`config.mk`:
```
export PLATFORM = sky130hd
export DESIGN_NAME = stsm_prep
export DESIGN_NICKNAME = d
export VERILOG_FILES = /design/src/design/stsm_pkg.sv /design/src/design/stsm_prep.sv
export SDC_FILE = /design/constraint.sdc
export NUM_CORES = 2
export LEC_CHECK = 0
export BUFFER_PORTS_ARGS = -buffer_cell sky130_fd_sc_hd__buf_4
export CORE_MARGIN = 1.5
export CORE_UTILIZATION = 30
export CTS_CLUSTER_DIAMETER = 100
export DETAILED_ROUTE_END_ITERATION = 8
export PLACE_DENSITY = 0.53
export SLEW_MARGIN = 20
export SYNTH_ARGS = -nofsm -noshare
export SYNTH_HDL_FRONTEND = slang
export SYNTH_SLANG_ARGS = --single-unit
export TNS_END_PERCENT = 50
```
`constraint.sdc`:
```
create_clock -name i_clk -period 21.9 [get_ports i_clk]
set_input_delay 1.095 -clock i_clk [delete_from_list [all_inputs] [get_ports i_clk]]
set_output_delay 1.095 -clock i_clk [all_outputs]
set_load 0.02 [all_outputs]
```
`src/design/stsm_pkg.sv`:
```
// Shared widths, types and constants for the structure tensor slope mask block.
package stsm_pkg;

    localparam int XX_W       = 31;
    localparam int XY_W       = 32;
    localparam int COH_W      = 17;
    localparam int SLOPE_W    = 32;
    localparam int LIM_W      = 31;
    localparam int CFG_DATA_W = 31;
    localparam int CFG_IDX_W  = 2;

    localparam int DM_W   = 31;
    localparam int SM_W   = 33;
    localparam int RAD_W  = 66;
    localparam int ROOT_W = 33;
    localparam int NUM_W  = 52;
    localparam int DEN_W  = 35;
    localparam int CMP_W  = 66;
    localparam int QUO_W  = 31;

    localparam logic [SLOPE_W-1:0] SLOPE_MAX = {1'b0, {(SLOPE_W-1){1'b1}}};
    localparam logic [SLOPE_W-1:0] SLOPE_MIN = {1'b1, {(SLOPE_W-1){1'b0}}};

    typedef enum logic [CFG_IDX_W-1:0] {
        CFG_MASK_EN   = 2'd0,
        CFG_COH_THR   = 2'd1,
        CFG_SLOPE_LIM = 2'd2
    } t_cfg_idx;

    typedef struct packed {
        logic             mask_en;
        logic [COH_W-1:0] coh_thr;
        logic [LIM_W-1:0] slope_lim;
    } t_cfg;

    typedef struct packed {
        logic             xy_zero;
        logic             d_neg;
        logic             xy_neg;
        logic [COH_W-1:0] coh;
    } t_tag;

    typedef struct packed {
        t_tag            tag;
        logic [DM_W-1:0] dm;
        logic [SM_W-1:0] sm;
    } t_sq_side;

endpackage

```
`src/design/stsm_prep.sv`:
```
// Front stages: difference, magnitudes, squares and the square root radicand.
module stsm_prep (
    input  logic                              i_clk,
    input  logic                              i_rst_n,
    input  logic                              i_en,
    input  logic                              i_vld,
    input  logic        [stsm_pkg::XX_W-1:0]  i_xx,
    input  logic        [stsm_pkg::XY_W-1:0]  i_xy,
    input  logic        [stsm_pkg::XX_W-1:0]  i_yy,
    input  logic        [stsm_pkg::COH_W-1:0] i_coh,
    output logic                              o_vld,
    output logic        [stsm_pkg::RAD_W-1:0] o_rad,
    output stsm_pkg::t_sq_side                o_side
);
    localparam int DW  = stsm_pkg::XY_W;
    localparam int DMW = stsm_pkg::DM_W;
    localparam int DDW = 2 * stsm_pkg::DM_W;
    localparam int X2W = 2 * stsm_pkg::XY_W;
    localparam int RW  = stsm_pkg::RAD_W;

    logic [DW-1:0]      n_d;
    logic [DW-1:0]      n_xm;
    stsm_pkg::t_sq_side n_side;

    logic               r_a_vld;
    logic [DW-1:0]      r_a_xm;
    stsm_pkg::t_sq_side r_a_side;
    logic               r_b_vld;
    logic [DDW-1:0]     r_b_dd;
    logic [X2W-1:0]     r_b_xx2;
    stsm_pkg::t_sq_side r_b_side;
    logic               r_c_vld;
    logic [RW-1:0]      r_c_rad;
    stsm_pkg::t_sq_side r_c_side;

    always_comb begin
        n_d                = {1'b0, i_yy} - {1'b0, i_xx};
        n_xm               = i_xy[DW-1] ? (DW'(0) - i_xy) : i_xy;
        n_side.tag.xy_zero = (i_xy == '0);
        n_side.tag.d_neg   = n_d[DW-1];
        n_side.tag.xy_neg  = i_xy[DW-1];
        n_side.tag.coh     = i_coh;
        n_side.dm          = DMW'(n_d[DW-1] ? (DW'(0) - n_d) : n_d);
        n_side.sm          = {n_xm, 1'b0};
    end

    always_ff @(posedge i_clk) begin
        if (!i_rst_n) begin
            r_a_vld <= 1'b0;
            r_b_vld <= 1'b0;
            r_c_vld <= 1'b0;
        end else if (i_en) begin
            r_a_vld <= i_vld;
            r_b_vld <= r_a_vld;
            r_c_vld <= r_b_vld;
        end
    end

    always_ff @(posedge i_clk) begin
        if (i_en) begin
            r_a_xm   <= n_xm;
            r_a_side <= n_side;
            r_b_dd   <= DDW'(r_a_side.dm) * DDW'(r_a_side.dm);
            r_b_xx2  <= X2W'(r_a_xm) * X2W'(r_a_xm);
            r_b_side <= r_a_side;
            r_c_rad  <= RW'(r_b_dd) + {r_b_xx2, 2'b00};
            r_c_side <= r_b_side;
        end
    end

    assign o_vld  = r_c_vld;
    assign o_rad  = r_c_rad;
    assign o_side = r_c_side;
endmodule

```
==> out/results.txt <==
Max frequency - 109 MHz
Post-CTS setup buffers - 0
Setup crit end - r_b_xx2[53]$_DFFE_PP_
Worst-margin pin slew - 1.05 ns
CTS H-tree depth - 2
Worst-path fanout max - 30
RSZ-0062 raised after global routing - no
Core area - 254,000 µm²
CTS clk-pin slew, worst paths - 0.06 ns
Synth async-reset ratio - 0
Final hold viol count - 0
DR DRC count - 0
R2R Path End - r_b_xx2[53]$_DFFE_PP_
DR pass1 iterations - 5
EDFF count, synth - 435
Post-Synthesis Cells - 7,566
Warnings from Yosys - 0
CP Launch Type - flip-flop
R2r setup slk - 12.72 ns
TritonCTS Buffers - 54
Distinct cell type count after synthesis - 82
Clock Tree Root - clkbuf_16
CTS resizes - 0
Area Overhead vs Synth - 9.85%
Final WL - 199 mm
Reg2Reg Launch Point - r_a_xm[15]$_DFFE_PP_
Fillers - 25,965
Synth area leader - fa_1
Initial Utilization - 0.301
Clk_skew - 0.0635 ns
Iter 0 DRT Violations - 3,227
Final worst slack - 12.72 ns
Number of I/O port buffers - 263
Layout cells sized above 1 - 0.0603
Setup Viol. Count Final - 0
IO Count - 266
Relative slew slack - 0.294
CTS sink cnt - 438
CTS tree - yes
Post-DR wirelength/cell - 18.0 µm
Synth cell count leaders - inv_1 (1,987), fa_1 (1,543), ha_1 (655)
Worst Path Arrival - 9.63 ns
Worst setup path startpoint - r_a_xm[15]$_DFFE_PP_
Die footprint - 258,000 µm²
Min Hold Slack - 0.398 ns
Status - finished clean
Layout Utilization - 0.331
Hold Crit Class - flip-flop to flip-flop
Avg Vias per Cell - 4.63
Syn Area/Cell - 10.1 µm²
Register bit total from synthesis - 438
Setup WS pre-CTS - 12.93 ns
Worst-case clock buffer depth - 3
Row cnt - 185
Fin crit period - 9.18 ns
Cell with the most instances after synthesis - inv_1
Number of vias in the routed layout - 51,358
Total Routing Usage GR - 0.158
Number of global-route vias before repair - 56,760
Initial antenna violation count - 8
Max_cap viols - 0
Top-area cell type share of the netlist area - 0.404
Detailed Place HPWL - 159 mm
Max-slew violation count - 0
Multi-input gate area - 54,800 µm²
Die Width - 508 µm
Die H - 508 µm
First-pass GRT wire length - 318 mm
Most used flip-flop cell after synthesis - edfxtp_1
Cell Area, Synth - 76,400 µm²
RePlAce Congestion - 0.897
Register-to-Register Path Depth - 23
Worst hold start - r_b_side[21]$_DFFE_PP_
Crit Path Category - flip-flop to flip-flop
Nets - 9,999
Total global routing overflow - 0
Top cells by area, synth - fa_1 (40%), edfxtp_1 (17%), ha_1 (11%), inv_1 (9.8%), and2_1 (3.6%)
Final period utilization - 0.419
Post-synthesis sequential area ratio - 0.172
CTS hold repair buffers - 0
Clock Latency Late Sink - 0.70 ns
Largest net degree at the start of global routing - 79
Crit end category - flip-flop
Worst endpoint required time - 22.35 ns
Setup Total Neg Slack - 0 ns
Reg area - 13,100 µm²
Post-DRT Antenna Nets - 0
[worst min path at each step]
| stage | to | slack [ns] | cells past startpoint |
|---|---|---|---|
| after floorplan | o_rad[0]$_DFFE_PP_ | 0.40 | 0 |
| after global routing | o_side[55]$_DFFE_PP_ | 0.42 | 0 |
| final | o_side[21]$_DFFE_PP_ | 0.40 | 0 |
| after global placement | o_side[16]$_DFFE_PP_ | 0.40 | 0 |
| after detailed placement | o_rad[0]$_DFFE_PP_ | 0.40 | 0 |
| after CTS | o_side[21]$_DFFE_PP_ | 0.41 | 0 |
[flip-flops by register name, indices dropped and copies added (netlist names)]
register and flops:
o_side 82, r_b_side 81, o_rad 65, r_b_xx2 63, r_b_dd 61, r_a_side 51
r_a_xm 32, o_vld 1, r_a_vld 1, r_b_vld 1
[per-layer routing]
layer / share of wire / vias up / GRT usage
met3: 0.045 / 218 / 0.0185
met1: 0.42 / 26529 / 0.204
li1: - / 23426 / -
met5: 0 / - / 0
met2: 0.50 / 1185 / 0.274
met4: 0.034 / 0 / 0.0528
[kinds of logic (layout without fill, tap and decap cells)]
logic type / after synthesis / count (layout) / share of synthesized area
adders and majority gates: 2198 / 2198 / 0.511
AOI/OAI and AO/OA: 792 / 792 / 0.0678
xor gates and xnor gates: 306 / 306 / 0.0351
DFF: 438 / 438 / 0.172
other: 1 / 6 / 0.0000491
buffers and inverters: 2259 / 2421 / 0.111
muxes: 12 / 12 / 0.00162
and+or+nand+nor: 1560 / 1560 / 0.101
[layout by cell type (no fill, tap or decap), types with 41 or more instances in the layout]
master | netlist | layout
inv_1 | 1987 | 1987
fa_1 | 1543 | 1543
ha_1 | 655 | 655
nand2_1 | 646 | 646
and2_1 | 443 | 443
edfxtp_1 | 435 | 435
buf_4 | 3 | 334
a21oi_1 | 230 | 230
xnor2_1 | 205 | 205
nor2_1 | 167 | 167
o21ai_0 | 139 | 138
a21o_1 | 120 | 120
xor2_1 | 101 | 101
nand3_1 | 56 | 56
clkbuf_16 | 0 | 54
o21bai_1 | 44 | 44
nand4_1 | 41 | 41
[worst max-delay path, cell delays in order (launching register included)]
cell       delay [ns]
edfxtp_1         0.32
buf_4            0.45
inv_1            0.37
nor2_1           0.33
fa_1             0.47
fa_1             0.50
fa_1             0.51
inv_1            0.07
fa_1             0.49
inv_1            0.06
fa_1             0.48
fa_1             0.57
fa_1             0.43
fa_1             0.45
ha_1             0.49
nand4_1          0.15
o21ai_0          0.40
o21ai_1          0.35
a2111oi_0        0.91
buf_4            0.24
o21bai_1         0.12
o21ai_0          0.45
a31oi_1          0.17
xnor2_1          0.15
[area by class of cell]
class,instances,share of cell area
multi-input cells,4870,0.653
flip-flops and latches,438,0.156
inverters,1987,0.0888
well taps,3366,0.0502
repair buffers,335,0.0300
clock buffers,63,0.0165
clock inverters,36,0.00508
diodes,4,0.000119
[per-stage QoR]
stage               std cells  area [µm²]
CTS                     11095       83900
finish                  11099       83900
global route            11096       83900
global placement        10996       82100
floorplan                7567       76400
detailed placement      10996       82100
Power is not shown: default switching activity piles up to over one toggle a cycle in this logic, so the estimate is an artifact.
