===== src/design/stsm_pkg.sv =====
// Shared widths, types and constants for the structure tensor slope mask block.
package stsm_pkg;

    localparam int XX_W       = 31;
    localparam int XY_W       = 32;
    localparam int COH_W      = 17;
    localparam int SLOPE_W    = 32;
    localparam int LIM_W      = 31;
    localparam int CFG_DATA_W = 31;
    localparam int CFG_IDX_W  = 2;

    localparam int DM_W   = 31;
    localparam int SM_W   = 33;
    localparam int RAD_W  = 66;
    localparam int ROOT_W = 33;
    localparam int NUM_W  = 52;
    localparam int DEN_W  = 35;
    localparam int CMP_W  = 66;
    localparam int QUO_W  = 31;

    localparam logic [SLOPE_W-1:0] SLOPE_MAX = {1'b0, {(SLOPE_W-1){1'b1}}};
    localparam logic [SLOPE_W-1:0] SLOPE_MIN = {1'b1, {(SLOPE_W-1){1'b0}}};

    typedef enum logic [CFG_IDX_W-1:0] {
        CFG_MASK_EN   = 2'd0,
        CFG_COH_THR   = 2'd1,
        CFG_SLOPE_LIM = 2'd2
    } t_cfg_idx;

    typedef struct packed {
        logic             mask_en;
        logic [COH_W-1:0] coh_thr;
        logic [LIM_W-1:0] slope_lim;
    } t_cfg;

    typedef struct packed {
        logic             xy_zero;
        logic             d_neg;
        logic             xy_neg;
        logic [COH_W-1:0] coh;
    } t_tag;

    typedef struct packed {
        t_tag            tag;
        logic [DM_W-1:0] dm;
        logic [SM_W-1:0] sm;
    } t_sq_side;

endpackage


===== src/design/stsm_post.sv =====
// Sign, saturation, special cases, masking and the output register with skid entry.
module stsm_post (
    input  logic                                i_clk,
    input  logic                                i_rst_n,
    input  logic                                i_vld,
    input  logic        [stsm_pkg::QUO_W-1:0]   i_quo,
    input  logic                                i_sat,
    input  stsm_pkg::t_tag                      i_tag,
    input  stsm_pkg::t_cfg                      i_cfg,
    input  logic                                i_out_rdy,
    output logic                                o_en,
    output logic                                o_out_vld,
    output logic        [stsm_pkg::SLOPE_W-1:0] o_slope,
    output logic                                o_masked
);
    localparam int SW = stsm_pkg::SLOPE_W;
    localparam int EW = SW + 1;

    logic [SW-1:0] slope;
    logic [EW-1:0] s_ext;
    logic [EW-1:0] lim_ext;
    logic [EW-1:0] nlim_ext;
    logic          mask_on;
    logic          out_range;
    logic          low_coh;
    logic          n_masked;
    logic [SW-1:0] n_slope;
    logic          take;

    logic          r_out_vld;
    logic [SW-1:0] r_out_slope;
    logic          r_out_masked;
    logic          r_sk_vld;
    logic [SW-1:0] r_sk_slope;
    logic          r_sk_masked;

    always_comb begin
        if (i_tag.xy_zero) begin
            slope = i_tag.d_neg ? stsm_pkg::SLOPE_MAX : '0;
        end else if (i_tag.xy_neg) begin
            slope = i_sat ? stsm_pkg::SLOPE_MIN : (SW'(0) - {1'b0, i_quo});
        end else begin
            slope = i_sat ? stsm_pkg::SLOPE_MAX : {1'b0, i_quo};
        end
        s_ext     = {slope[SW-1], slope};
        lim_ext   = {2'b00, i_cfg.slope_lim};
        nlim_ext  = EW'(0) - lim_ext;
        mask_on   = i_cfg.mask_en && (i_cfg.coh_thr != '0) && (i_cfg.slope_lim != '0);
        out_range = ($signed(s_ext) > $signed(lim_ext)) || ($signed(s_ext) < $signed(nlim_ext));
        low_coh   = (i_tag.coh < i_cfg.coh_thr);
        n_masked  = mask_on && (out_range || low_coh);
        n_slope   = n_masked ? nlim_ext[SW-1:0] : slope;
    end

    assign o_en = !r_sk_vld;
    assign take = r_out_vld && i_out_rdy;

    always_ff @(posedge i_clk) begin
        if (!i_rst_n) begin
            r_out_vld <= 1'b0;
            r_sk_vld  <= 1'b0;
        end else if (r_sk_vld) begin
            if (take) begin
                r_out_slope  <= r_sk_slope;
                r_out_masked <= r_sk_masked;
                r_sk_vld     <= 1'b0;
            end
        end else if (i_vld) begin
            if (!r_out_vld || take) begin
                r_out_slope  <= n_slope;
                r_out_masked <= n_masked;
                r_out_vld    <= 1'b1;
            end else begin
                r_sk_slope  <= n_slope;
                r_sk_masked <= n_masked;
                r_sk_vld    <= 1'b1;
            end
        end else if (take) begin
            r_out_vld <= 1'b0;
        end
    end

    assign o_out_vld = r_out_vld;
    assign o_slope   = r_out_slope;
    assign o_masked  = r_out_masked;
endmodule


===== config.mk =====
export PLATFORM = sky130hd
export DESIGN_NAME = stsm_post
export DESIGN_NICKNAME = d
export VERILOG_FILES = /design/src/design/stsm_pkg.sv /design/src/design/stsm_post.sv
export SDC_FILE = /design/constraint.sdc
export NUM_CORES = 1
export LEC_CHECK = 0
export CAP_MARGIN = 5
export CORE_MARGIN = 4
export CORE_UTILIZATION = 60
export CTS_BUF_LIST = sky130_fd_sc_hd__clkbuf_4 sky130_fd_sc_hd__clkbuf_8
export DETAILED_ROUTE_END_ITERATION = 8
export DONT_BUFFER_PORTS = 1
export HOLD_SLACK_MARGIN = 0.12
export MAX_ROUTING_LAYER = met4
export PLACE_DENSITY = 0.79
export SYNTH_ARGS = -nofsm -noshare
export SYNTH_HDL_FRONTEND = slang
export SYNTH_SLANG_ARGS = --single-unit

===== constraint.sdc =====
create_clock -name i_clk -period 5.41 [get_ports i_clk]
set_input_delay 1.3525 -clock i_clk [delete_from_list [all_inputs] [get_ports i_clk]]
set_output_delay 1.3525 -clock i_clk [all_outputs]
set_load 0.01 [all_outputs]

==> results.txt <==
pin count of the biggest net entering global routing -> 46
TritonCTS Buffers -> 9
min Tclk post-route -> 5200 ps
DIE HEIGHT -> 115 um
unrepaired setup endpoints after global routing -> false
crit-path cells -> nor4_2 > and4b_1 > buf_4 > nand4_1 > o41ai_1 > xnor2_1 > o21ai_1 > ha_1 > a2111o_1 > a211oi_1 > a31oi_4 > o31a_2 > buf_4 > a21oi_1 > o21ai_1
P_leak -> 3.10 nW
ys flop type -> edfxtp_1
Setup TNS Final -> 0 ps
Seq/Total Area, Yosys -> 29.7%
Arrival @ worst endpoint -> 5300 ps
clock root buffer -> clkbuf_8
Synth Cell Area -> 6810 sq um
die span in x -> 115 um
fin nets -> 1037
Critical Path Max Stage Delay -> 450 ps
run status -> complete, no violations
final WL -> 20600 um
Max Cap Viol -> 0
wire per inst -> 20.7 um
setup slack, reg-to-reg -> 2880 ps
row cnt -> 38
synth warn -> 0
Worst Reg2Reg Path Length in Cells -> 5
worst vdd ir -> 0.000255 V
Mean Syn Cell Area -> 8.49 sq um
Die ar. -> 13100 sq um
FILL cells -> 837
Reg-to-Reg Start -> r_sk_vld$_SDFF_PN0_
Clock Skew -> 5.89 ps
# Post-CTS Setup Buffers -> 0
Worst slew margin -> 30.7%
core footprint -> 11000 sq um
slowest stage cell, crit path -> o31a_2
area leader, netlist -> edfxtp_1
Synth Register Bits -> 68
clock tree from TritonCTS -> yes
n_diodes -> 0
r2r endpoint -> o_masked$_DFFE_PP_
Skew-Pair Late Insertion Delay -> 360 ps
Hold Path Sink -> o_masked$_DFFE_PP_
ys async rst share -> 0%
Slew Viols, Final -> 0
PD cells -> 212 nW/um^2
Inst Count DP -> 981
Worst setup SP type -> input port
dpl hpwl -> 16600 um
initial antenna violation count -> 0
synthesized net count -> 987
beginning of the worst hold path -> r_sk_masked$_DFFE_PP_
Required @ worst endpoint -> 5510 ps
main area contributors after synthesis -> edfxtp_1 29%, ha_1 15%, xnor2_1 5.5%
worst-path fanout max -> 10
first-pass GRT wire length -> 32600 um
Worst Tran Pin Value -> 1040 ps
I/O Pins -> 140
final hold viol count -> 0
Setup CP Type -> in2reg
htree depth -> 3
I/O Buffers -> 0
P&R area growth vs syn -> 12.3%
Tcrit/Tclk final -> 96.0%
via count -> 6553
CP endpoint kind -> register
Initial Utilization -> 62.0%
Post-Layout Cell Count -> 997
Detail Route Antenna Nets -> 0
DR iter-0 viols -> 792
layout cells sized above 1 -> 14.5%
fmax -> 192 MHz
Mapped Cells -> 802
GRT overflow -> 0
Netlist cell types -> 74
clock buffer depth -> 2
vias in the first global route -> 6301
TritonRoute pass-1 iters -> 5
hold-critical path depth -> 2
# DRC -> 0
TritonCTS Sinks -> 68
area share of the largest cell type after synthesis -> 29.1%
GPL Wtd Cong -> 1.00
Hold WC Path Type -> reg2reg
Reg clk slew, reported paths -> 70 ps
Final Setup Violations -> 0
Via density -> 6.57
Post-synth EDFFs -> 66
All-Layer GR Usage -> 32.4%
[placed cells by master, fill, tap and decap left out, types with 16 or more instances in the layout]
master | Yosys | final
ha_1 | 80 | 80
buf_4 | 5 | 78
inv_1 | 77 | 77
a21oi_1 | 71 | 70
edfxtp_1 | 66 | 66
nand2_1 | 58 | 58
o21ai_0 | 54 | 52
nor2_1 | 50 | 50
xnor2_1 | 43 | 43
o21ai_1 | 24 | 26
o31ai_1 | 22 | 22
nand3_1 | 20 | 20
a211oi_1 | 18 | 18
nor3_1 | 18 | 17
nand4_1 | 16 | 16
[critical path: cells and delay by family]
kind	cells	cell delay, ps
buf+inv	2	330
simple gates	3	790
fa+ha+maj	1	320
xor+xnor	1	150
compound gates	8	2380
[worst max-delay path by stage]
stage / start / endpoint / slack, ps / cells past startpoint
2_1_floorplan: i_quo[0] / o_slope[31]$_DFFE_PP_ / 50 / 17
3_3_place_gp: i_quo[0] / o_slope[31]$_DFFE_PP_ / -80 / 20
3_5_place_dp: i_quo[0] / o_slope[31]$_DFFE_PP_ / -250 / 19
4_1_cts: i_quo[0] / o_slope[21]$_DFFE_PP_ / 70 / 19
5_1_grt: i_quo[0] / o_slope[17]$_DFFE_PP_ / 10 / 20
6_report: i_quo[14] / o_slope[2]$_DFFE_PP_ / 210 / 15
[routing by layer]
metal	wire length, um	GRT usage (%)
met5	0	-
met4	441	9.34
met3	2060	5.92
met2	9660	51.3
met1	8480	42.6
[cell usage after synthesis (3+ instances only)]
cell       number
and2_1          9
o41ai_1         4
nand2_1        58
xnor2_1        43
nand4_1        16
nor3_1         18
buf_6           4
nand3_1        20
o211ai_1       12
a21oi_1        71
clkbuf_1       23
nor2_1         50
inv_1          77
o21a_1          4
o22ai_1         5
nand2b_1        4
o31a_1          5
a21o_1         11
ha_1           80
buf_2           7
a211oi_1       18
nor4_1         12
a2bb2oi_1       4
or3_1           9
o31ai_1        22
a31oi_1         7
o21ai_0        54
edfxtp_1       66
o21ai_1        24
a31o_2          6
buf_4           5
and3_1          3
[cells by family (layout without fill, tap and decap cells)]
logic type | after synthesis | in the layout | share of synthesized area, %
xor gates and xnor gates | 44 | 44 | 5.66
adders and majority gates | 80 | 80 | 14.7
AOI/OAI and AO/OA | 270 | 270 | 25.4
DFF | 68 | 68 | 29.7
muxes | 2 | 2 | 0.294
buffers and inverters | 118 | 173 | 7.35
and+or+nand+nor | 220 | 220 | 16.9
[per-stage QoR]
step / instance area [sq um] / power [W] / hold slack, ps / util (%) / setup WS, ps
after CTS: 7620 / 0.00161 / 545 / 69.4 / 68.8
after floorplan: 6820 / 0.00100 / 500 / - / 49.7
after global routing: 7650 / 0.00170 / 567 / 69.7 / 13.8
after global placement: 7410 / 0.00114 / 513 / 67.5 / -82.2
after detailed placement: 7410 / 0.00117 / 521 / 67.5 / -254
final: 7650 / 0.00162 / 540 / 69.7 / 214
[where the power goes]
part | total (W) | internal, W | switching (W)
clock | 0.000452 | 0.000260 | 0.000193
combinational | 0.000527 | 0.000228 | 0.000299
sequential | 0.000643 | 0.000624 | 0.0000190
[state kept, by name, indices dropped and copies added (netlist names)]
signal / count
o_masked: 1
o_out_vld: 1
o_slope: 32
r_sk_masked: 1
r_sk_slope: 32
r_sk_vld: 1
[repair_timing]
item                       CTS  global route
setup endpoints to repair    0            54
gates resized for setup      0             8
hold buffers                 0             0
[cell type report]
type	instances	area (sq um)	share of cell area (%)
inverter	78	293	3.83
sequential	68	2020	26.4
tap	140	175	2.29
clock buffer	10	131	1.72
clock inverter	6	78.8	1.03
timing repair buffer	79	606	7.91
multi-input combinational	616	4350	56.8
Note: power is estimated with default switching activity, not from simulation.
